$ cat src/fmn_pkg.sv
// Shared constants, types and the semitone ratio table for the frequency-to-note unit.
package fmn_pkg;

    localparam int FREQ_W      = 16;
    localparam int NOTE_W      = 7;
    localparam int FRAC_W      = 8;                        // 16.8 fixed point
    localparam int TARGET_W    = FREQ_W + FRAC_W;          // scaled frequency
    localparam int BASE_W      = TARGET_W + 1;             // octave base, may exceed target
    localparam int RATIO_W     = 11;
    localparam int RATIO_SHIFT = 10;                       // ratios are times 1024
    localparam int PROD_W      = BASE_W + RATIO_W;
    localparam int LEVEL_W     = PROD_W - RATIO_SHIFT;
    localparam int SEMI_W      = 4;
    localparam int OCT_W       = 5;                        // octave offset -9..+7
    localparam int SUM_W       = 9;                        // signed note before clamp

    localparam logic [SEMI_W-1:0] LAST_SEMI = SEMI_W'(11);
    localparam logic [BASE_W-1:0] BASE_A4   = BASE_W'(440 * 256);
    localparam logic signed [SUM_W-1:0] NOTE_A4    = SUM_W'(69);
    localparam logic signed [SUM_W-1:0] NOTE_MAX   = SUM_W'(127);
    localparam logic signed [SUM_W-1:0] SEMIS_OCT  = SUM_W'(12);

    // Equal-tempered semitone ratios, times 1024
    function automatic logic [RATIO_W-1:0] semi_ratio(input logic [SEMI_W-1:0] idx);
        logic [RATIO_W-1:0] r;
        case (idx)
            4'd0:    r = 11'd1024;
            4'd1:    r = 11'd1085;
            4'd2:    r = 11'd1149;
            4'd3:    r = 11'd1217;
            4'd4:    r = 11'd1290;
            4'd5:    r = 11'd1366;
            4'd6:    r = 11'd1448;
            4'd7:    r = 11'd1534;
            4'd8:    r = 11'd1625;
            4'd9:    r = 11'd1722;
            4'd10:   r = 11'd1824;
            4'd11:   r = 11'd1933;
            default: r = 11'd1024;
        endcase
        return r;
    endfunction

    // Controller to datapath
    typedef struct packed {
        logic load;     // capture input word, reset search
        logic dbl;      // double the octave base
        logic hlv;      // halve the octave base
        logic mul;      // form the level of the current semitone
        logic cmp;      // compare level with target, advance semitone
        logic out;      // load the result register
    } fmn_cmd_t;

    // Datapath to controller
    typedef struct packed {
        logic zero;       // silence, skip the search
        logic need_dbl;   // target >= 2 * base
        logic need_hlv;   // target < base
        logic last_semi;  // comparing the top semitone
    } fmn_status_t;

endpackage

$ cat src/fmn_datapath.sv
// Datapath: octave base search, semitone level multiplier, nearest-level tracking, result register.
module fmn_datapath (
    input  logic                        aclk,
    input  fmn_pkg::fmn_cmd_t           cmd,
    output fmn_pkg::fmn_status_t        status,
    input  logic [fmn_pkg::FREQ_W-1:0]  s_freq_hz,
    output logic [fmn_pkg::NOTE_W-1:0]  m_note
);

    logic [fmn_pkg::TARGET_W-1:0]     target_reg;
    logic [fmn_pkg::BASE_W-1:0]       base_reg;
    logic signed [fmn_pkg::OCT_W-1:0] oct_reg;
    logic [fmn_pkg::SEMI_W-1:0]       semi_reg;
    logic [fmn_pkg::SEMI_W-1:0]       best_reg;
    logic [fmn_pkg::LEVEL_W-1:0]      min_dist_reg;
    logic [fmn_pkg::LEVEL_W-1:0]      level_reg;
    logic                             zero_reg;
    logic [fmn_pkg::NOTE_W-1:0]       note_reg;

    logic [fmn_pkg::PROD_W-1:0]       prod;
    logic [fmn_pkg::LEVEL_W-1:0]      target_ext;
    logic [fmn_pkg::LEVEL_W-1:0]      diff;
    logic                             take;
    logic signed [fmn_pkg::SUM_W-1:0] oct_ext;
    logic signed [fmn_pkg::SUM_W-1:0] note_sum;
    logic [fmn_pkg::NOTE_W-1:0]       note_sat;

    // Search status
    always_comb begin
        status.zero      = zero_reg;
        status.need_dbl  = ({1'b0, target_reg} >= {base_reg[fmn_pkg::BASE_W-2:0], 1'b0})
                           && !base_reg[fmn_pkg::BASE_W-1];
        status.need_hlv  = {1'b0, target_reg} < base_reg;
        status.last_semi = (semi_reg == fmn_pkg::LAST_SEMI);
    end

    // Semitone level: base * ratio / 1024
    assign prod = fmn_pkg::PROD_W'(base_reg) *
                  fmn_pkg::PROD_W'(fmn_pkg::semi_ratio(semi_reg));

    // Absolute distance; strict less keeps the lower semitone on a tie
    assign target_ext = fmn_pkg::LEVEL_W'(target_reg);
    assign diff = (target_ext > level_reg) ? (target_ext - level_reg)
                                           : (level_reg - target_ext);
    assign take = (semi_reg == '0) || (diff < min_dist_reg);

    // Note number and clamp
    assign oct_ext  = fmn_pkg::SUM_W'(oct_reg);
    assign note_sum = fmn_pkg::NOTE_A4 + oct_ext * fmn_pkg::SEMIS_OCT
                      + $signed(fmn_pkg::SUM_W'(best_reg));
    always_comb begin
        if (zero_reg || note_sum < 0) begin
            note_sat = '0;
        end else if (note_sum > fmn_pkg::NOTE_MAX) begin
            note_sat = fmn_pkg::NOTE_MAX[fmn_pkg::NOTE_W-1:0];
        end else begin
            note_sat = note_sum[fmn_pkg::NOTE_W-1:0];
        end
    end

    // Payload registers
    always_ff @(posedge aclk) begin
        if (cmd.load) begin
            target_reg <= {s_freq_hz, fmn_pkg::FRAC_W'(0)};
            base_reg   <= fmn_pkg::BASE_A4;
            oct_reg    <= '0;
            semi_reg   <= '0;
            best_reg   <= '0;
            zero_reg   <= (s_freq_hz == '0);
        end
        if (cmd.dbl) begin
            base_reg <= {base_reg[fmn_pkg::BASE_W-2:0], 1'b0};
            oct_reg  <= oct_reg + fmn_pkg::OCT_W'(1);
        end
        if (cmd.hlv) begin
            base_reg <= {1'b0, base_reg[fmn_pkg::BASE_W-1:1]};
            oct_reg  <= oct_reg - fmn_pkg::OCT_W'(1);
        end
        if (cmd.mul) begin
            level_reg <= prod[fmn_pkg::PROD_W-1:fmn_pkg::RATIO_SHIFT];
        end
        if (cmd.cmp) begin
            if (take) begin
                best_reg     <= semi_reg;
                min_dist_reg <= diff;
            end
            semi_reg <= semi_reg + fmn_pkg::SEMI_W'(1);
        end
        if (cmd.out) begin
            note_reg <= note_sat;
        end
    end

    assign m_note = note_reg;

endmodule

$ cat src/fmn_ctrl.sv
// Controller: sequences the octave search and semitone scan, owns the handshakes.
module fmn_ctrl (
    input  logic                  aclk,
    input  logic                  aresetn,
    input  logic                  s_valid,
    output logic                  s_ready,
    output logic                  m_valid,
    input  logic                  m_ready,
    output fmn_pkg::fmn_cmd_t     cmd,
    input  fmn_pkg::fmn_status_t  status
);

    typedef enum logic [2:0] {
        ST_IDLE,
        ST_UP,
        ST_DOWN,
        ST_MUL,
        ST_CMP,
        ST_FIN
    } state_t;

    state_t state_reg, state_next;
    logic   m_valid_reg, m_valid_next;
    logic   out_free;

    assign out_free = !m_valid_reg || m_ready;
    assign s_ready  = (state_reg == ST_IDLE);
    assign m_valid  = m_valid_reg;

    // Next state and datapath commands
    always_comb begin
        state_next   = state_reg;
        m_valid_next = m_valid_reg && !m_ready;
        cmd          = '0;
        case (state_reg)
            ST_IDLE: begin
                if (s_valid) begin
                    cmd.load   = 1'b1;
                    state_next = ST_UP;
                end
            end
            ST_UP: begin
                if (status.zero) begin
                    state_next = ST_FIN;
                end else if (status.need_dbl) begin
                    cmd.dbl = 1'b1;
                end else begin
                    state_next = ST_DOWN;
                end
            end
            ST_DOWN: begin
                if (status.need_hlv) begin
                    cmd.hlv = 1'b1;
                end else begin
                    state_next = ST_MUL;
                end
            end
            ST_MUL: begin
                cmd.mul    = 1'b1;
                state_next = ST_CMP;
            end
            ST_CMP: begin
                cmd.cmp    = 1'b1;
                state_next = status.last_semi ? ST_FIN : ST_MUL;
            end
            ST_FIN: begin
                if (out_free) begin
                    cmd.out      = 1'b1;
                    m_valid_next = 1'b1;
                    state_next   = ST_IDLE;
                end
            end
            default: begin
                state_next = ST_IDLE;
            end
        endcase
    end

    // State and output valid
    always_ff @(posedge aclk) begin
        if (!aresetn) begin
            state_reg   <= ST_IDLE;
            m_valid_reg <= 1'b0;
        end else begin
            state_reg   <= state_next;
            m_valid_reg <= m_valid_next;
        end
    end

endmodule

$ cat src/frequency_to_midi_note_unit.sv
// Top level: frequency in hertz to nearest MIDI note number.
// Takes one 16-bit frequency word at a time and returns the nearest MIDI note (0..127),
// with zero mapped to note 0. From acceptance to result, the 440 Hz base is first doubled
// or halved one octave at a time (at most nine octaves), then the twelve semitones are
// scanned in turn; one multiplier forms each level and its result is registered
// before the distance compare. Silence skips the search. The result sits in an output
// register, so the next word is taken while it waits.
module frequency_to_midi_note_unit (
    input  logic                        aclk,
    input  logic                        aresetn,
    input  logic                        s_valid,
    output logic                        s_ready,
    input  logic [fmn_pkg::FREQ_W-1:0]  s_freq_hz,
    output logic                        m_valid,
    input  logic                        m_ready,
    output logic [fmn_pkg::NOTE_W-1:0]  m_note
);

    fmn_pkg::fmn_cmd_t    cmd;
    fmn_pkg::fmn_status_t status;

    fmn_ctrl u_ctrl (
        .aclk    (aclk),
        .aresetn (aresetn),
        .s_valid (s_valid),
        .s_ready (s_ready),
        .m_valid (m_valid),
        .m_ready (m_ready),
        .cmd     (cmd),
        .status  (status)
    );

    fmn_datapath u_dp (
        .aclk      (aclk),
        .cmd       (cmd),
        .status    (status),
        .s_freq_hz (s_freq_hz),
        .m_note    (m_note)
    );

endmodule

$ cat config.mk
export PLATFORM = sky130hd
export DESIGN_NAME = frequency_to_midi_note_unit
export DESIGN_NICKNAME = d
export VERILOG_FILES = /design/src/fmn_pkg.sv /design/src/fmn_datapath.sv /design/src/fmn_ctrl.sv /design/src/frequency_to_midi_note_unit.sv
export SDC_FILE = /design/constraint.sdc
export NUM_CORES = 1
export LEC_CHECK = 0
export BUFFER_PORTS_ARGS = -buffer_cell sky130_fd_sc_hd__buf_2
export CORE_ASPECT_RATIO = 0.7
export CORE_MARGIN = 2
export CORE_UTILIZATION = 35
export CTS_CLUSTER_DIAMETER = 80
export DETAILED_ROUTE_END_ITERATION = 8
export PLACE_DENSITY = 0.47
export SLEW_MARGIN = 20
export SYNTH_ARGS = -nofsm -noshare
export SYNTH_HDL_FRONTEND = slang
export SYNTH_SLANG_ARGS = --single-unit
$ cat constraint.sdc
create_clock -name aclk -period 7.6 [get_ports aclk]
set_input_delay 1.52 -clock aclk [delete_from_list [all_inputs] [get_ports aclk]]
set_output_delay 1.52 -clock aclk [all_outputs]
set_load 0.01 [all_outputs]
* Yosys cells after proc, flatten, opt, wreduce, memory -nomap -nowiden
Memory sizes are Yosys's and may differ from the RTL's. A register that Yosys moved wholly into a read port is not among the register bits.
Cells that the tools add are included.
** Operators by class
- $mul :: 2
- Add/sub/neg operators :: 7
- Eq/ne operators :: 10
- Muxes and demuxes :: 34
- Magnitude comparators :: 6
- Reduce and logical (&&, ||, !) cells :: 16
** Operators by type and width (count)
- $mux W25 :: 2
- $mul A25 B11 Y36 :: 1
- $gt A24 B26 Y1 :: 1
- $lt A26 B26 Y1 :: 1
- $mux W26 :: 1
- $sub A24 B26 Y26 :: 1
- $sub A26 B24 Y26 :: 1
- $ge A24 B25 Y1 :: 1
- $lt A24 B25 Y1 :: 1
- $mux W24 :: 1
- $mux W4 :: 6
- $mux W3 :: 6
- $pmux W3 S6 :: 1
- $logic_not A16 Y1 :: 1
- $mux W5 :: 3
- $mux W1 :: 13
- $add A8 B9 Y9 const A :: 1
- $add A9 B5 Y9 :: 1
- $gt A9 B8 Y1 const B :: 1
- $lt A9 B1 Y1 const B :: 1
- $mul A5 B3 Y7 const B :: 1
- $mux W7 :: 1
- $eq A3 B2 Y1 const B :: 2
- $eq A3 B3 Y1 const B :: 2
- 17 further kinds :: 24
** Storage, ports and cells
- Input port bits :: 20
- Register bits after elaboration :: 118
- Logic and storage cells :: 88
- Output and inout port bits :: 9
- Memories :: 1
- Memory bits (read-only) :: 160
** Memories
- (name not given) :: words 16, width 10, rd ports 1, clocked after memory_dff 1, write ports 0, line fmn_pkg.sv:26 : case (idx)

* Longest topological paths before layout
- Depth after elaboration :: 7
- Mapped depth :: 23
- Mapped depth without buffers :: 21

* Cells and area by module
Synthesis repeated with hierarchy kept, for this count alone.
** Second synthesis, totals
- Cell total of the unflattened synthesis :: 1806
- Area total of the unflattened synthesis :: 16718.5 µm²
** Modules (own cells, without submodules)
- fmn_datapath :: cells each 1764, times used 1, sequential area each 3573.4 µm², area an instance 16385.7 µm²
- fmn_ctrl :: cells each 42, times used 1, sequential area each 80.1 µm², area an instance 332.8 µm²

* Worst setup path after synthesis
OpenSTA, ideal clock, no wires.
- Path kind :: reg2reg
- Start point :: register (tool-made name)
- End point :: register u_dp.level_reg[21] (netlist name) (data pin)
- Path buffers :: 2
- Setup time :: 0.272 ns
- Data arrival time :: 5.738 ns
- Setup slack :: 1.590 ns
- Period minus slack after synthesis :: 6.010 ns
- Stages on the path, launching flop included :: 21
- Cell sequence :: dfxtp_1 -> clkbuf_1 -> clkbuf_1 -> nand2_1 -> fa_1 -> fa_1 -> inv_1 -> fa_1 -> fa_1 -> inv_1 -> fa_1 -> inv_1 -> ha_1 -> a21oi_1 -> o211ai_1 -> a221oi_2 -> o41ai_4 -> o31ai_4 -> o211ai_4 -> and4b_1 -> or4_1
** RTL lines
- end signal, assigned :: line fmn_datapath.sv:80 : level_reg <= prod[fmn_pkg::PROD_W-1:fmn_pkg::RATIO_SHIFT];
- end, declared :: line fmn_datapath.sv:16 : logic [fmn_pkg::LEVEL_W-1:0] level_reg;

==> summary.md <==
| Metric | Value |
|---|---|
| Status | `finished clean` |
| Max Buffers Root-to-Sink | `2` |
| Post-CTS resize count | `0` |
| Die ar. | `slightly below 50000 µm²` |
| Crit end category | `register` |
| Placed cells | `around 2300` |
| Worst endpoint required time | `between 7000 and 8000 ps` |
| PortBufs | `28` |
| # IOs | `29` |
| Post-synth ARST share | `0%` |
| Synth Instances | `1768` |
| First-pass GRT wire length | `about 74000 µm` |
| Mapped Nets | `2182` |
| Fmax | `144 MHz` |
| Worst path max stage delay | `about 1000 ps` |
| CTS buffer count | `17` |
| Setup TNS | `0 ps` |
| Clk root buf | `clkbuf_16` |
| Crit path cell chain | `nand2_1 > fa_1 > inv_1 > fa_1 > fa_1 > fa_1 > inv_1 > fa_1 > inv_1 > ha_1 > a21oi_1 > o211ai_1 > a221oi_2 > o41ai_4 > o31ai_4 > o211ai_4 > and4b_1 > or4_1` |
| Family with the most delay on the worst path | `adder cells` |
| Drt first-iter violations | `between 900 and 1000` |
| Fin nets | `between 2000 and 2500` |
| Hold Vio Cnt, Final | `0` |
| Post-CTS Hold Buffers | `0` |
| Skew-Pair Late Insertion Delay | `~450 ps` |
| Mean Syn Cell Area | `9.41 µm²` |
| Critical path data arrival time | `about 7000 ps` |
| Worst path slowest cell | `dfxtp_1` |
| Final worst path period need | `between 6000 and 7000 ps` |
| RSZ-0062 raised after global routing | `false` |
| HPWL Detailed | `around 38000 µm` |
| H-tree levels | `4` |
| Post-CTS setup buffer count | `0` |
| Remaining Overflow, GRT | `0` |
| Register bit total from synthesis | `128` |
| Die W | `approximately 260 µm` |
| Die Ht | `between 150 and 200 µm` |
| CTS sink cnt | `roughly 130` |
| Yosys top cell area share | `24.9%` |
| Leading area contributor after synthesis | `fa_1` |
| Setup violation total in the final timing report | `0` |
| CP Class | `reg2reg` |
| CORE AREA | `46700 µm²` |
| Initial core utilization | `about 36%` |
| Pin count of the biggest net entering global routing | `36` |
| HP Class | `reg2reg` |
| Number of synthesized flops with an enable pin | `approximately 110` |
| Number of remaining DRC errors | `0` |
| DR pass1 iterations | `5` |
| Worst path bufs/invs | `3` |
| WL/cell | `between 15 and 20 µm` |
| Distinct cells, synth | `75` |
| Routed via count | `between 10000 and 15000` |
| Drt via density | `around 5` |
| Worst Max-Slew Pin Slew | `1090 ps` |
| Yosys warns | `0` |
| Max-cap violation count | `0` |
| Fin cells | `2382` |
| Final-layout fill cell count | `approximately 4700` |
| Final hold slack | `~480 ps` |
| Top-count cell post-synth | `inv_1` |
| Initial antenna violation count | `3` |
| CP Max Fanout | `25` |
| Slew margin rel. | `roughly 27%` |
| Cell mode on critical path | `fa_1` |
| CTS tree | `yes` |
| Vias in the first global route | `12268` |
| Critical path startpoint category | `register` |
| Synth top area cells | `fa_1, edfxtp_1, ha_1` |
| Mapped cell area | `between 15000 and 20000 µm²` |
| Std cell rows | `66` |
| Ratio of cells with drive above 1 in the final layout | `roughly 5.3%` |
| Total global routing track utilization | `roughly a fifth` |
| Final ANT Viol Nets | `0` |
| DRT Wirelength | `46800 µm` |
| Routability cong. | `about 0.86` |
| Clock slew at reported path FFs | `about 70 ps` |
| Pins Over Slew Limit | `0` |
| Main synth FF type | `edfxtp_1` |
| Cell Area, Placed | `17400 µm²` |
| Synth top cells by count | `inv_1, nand2_1, fa_1` |
| Fin area | `around 18000 µm²` |
| Post-synthesis sequential area ratio | `22.0%` |
| Clk_skew | `15.5 ps` |
| Final worst-path cycle share | `roughly nine tenths` |
| Area Growth Syn to Fin | `8.25%` |
[final cells by class]
class	count	area, µm²	share of cell area, %
Sequential cell	128	3650	20.3
Timing Repair Buffer	42	245	1.36
Tap cell	612	766	4.25
Antenna cell	1	2.50	0.0139
Clock buffer	18	429	2.38
Inverter	345	1290	7.19
Multi-Input combinational cell	1222	11400	63.5
Clock inverter	14	181	1.01
[cell families after synthesis]
group                    share of synthesized area (%)
flip-flops                                        22.0
XOR/XNOR                                          3.16
multiplexers                                     0.873
adder cells (fa/ha/maj)                           39.0
AO/OA/AOI/OAI                                     12.3
AND/OR/NAND/NOR                                   13.2
buffers and inverters                             9.52
[final timing paths]
check,slack (ps),endpoint,depth (start not counted),from
max,660,u_dp.level_reg[21],18,register
min,480,u_dp.best_reg[3],2,u_dp.best_reg[3]
max reg2reg,660,u_dp.level_reg[21],18,register
min reg2reg,480,u_dp.best_reg[3],2,u_dp.best_reg[3]
[per-stage QoR]
stage	worst slack, ps	util [%]
final	660	38.6
after CTS	670	38.6
after detailed placement	671	37.3
after floorplan	1590	-
after global routing	342	38.6
after global placement	786	37.3
[tightest hold or removal path, delay by kind of cell (launching register included)]
kind | cells | cell delay, ps
flip-flops | 1 | 320
AND/OR/NAND/NOR | 1 | 60
AO/OA/AOI/OAI | 1 | 60
[routing by layer]
| layer | share of wire [%] | track usage [%] | vias up |
|---|---|---|---|
| li1 | - | - | 5758 |
| met1 | 53 | 31.7 | 6146 |
| met2 | 39 | 26.1 | 299 |
| met3 | 6.7 | 4.59 | 38 |
| met4 | 1.6 | 4.46 | 2 |
| met5 | 0.019 | 0 | - |
[cell usage in the layout, fill, tap and decap left out, types with 18 or more instances in the layout]
cell	n
dfxtp_1	19
nand2_1	228
buf_2	28
nor2_1	47
xnor2_1	42
ha_1	187
inv_1	345
and2_1	77
fa_1	207
a21oi_1	85
xor2_1	18
o21ai_0	39
edfxtp_1	109
a21o_1	44
Power is left out: the tool's default activity adds up to more than one toggle a clock period on the data nets, which glitch-free logic cannot reach.
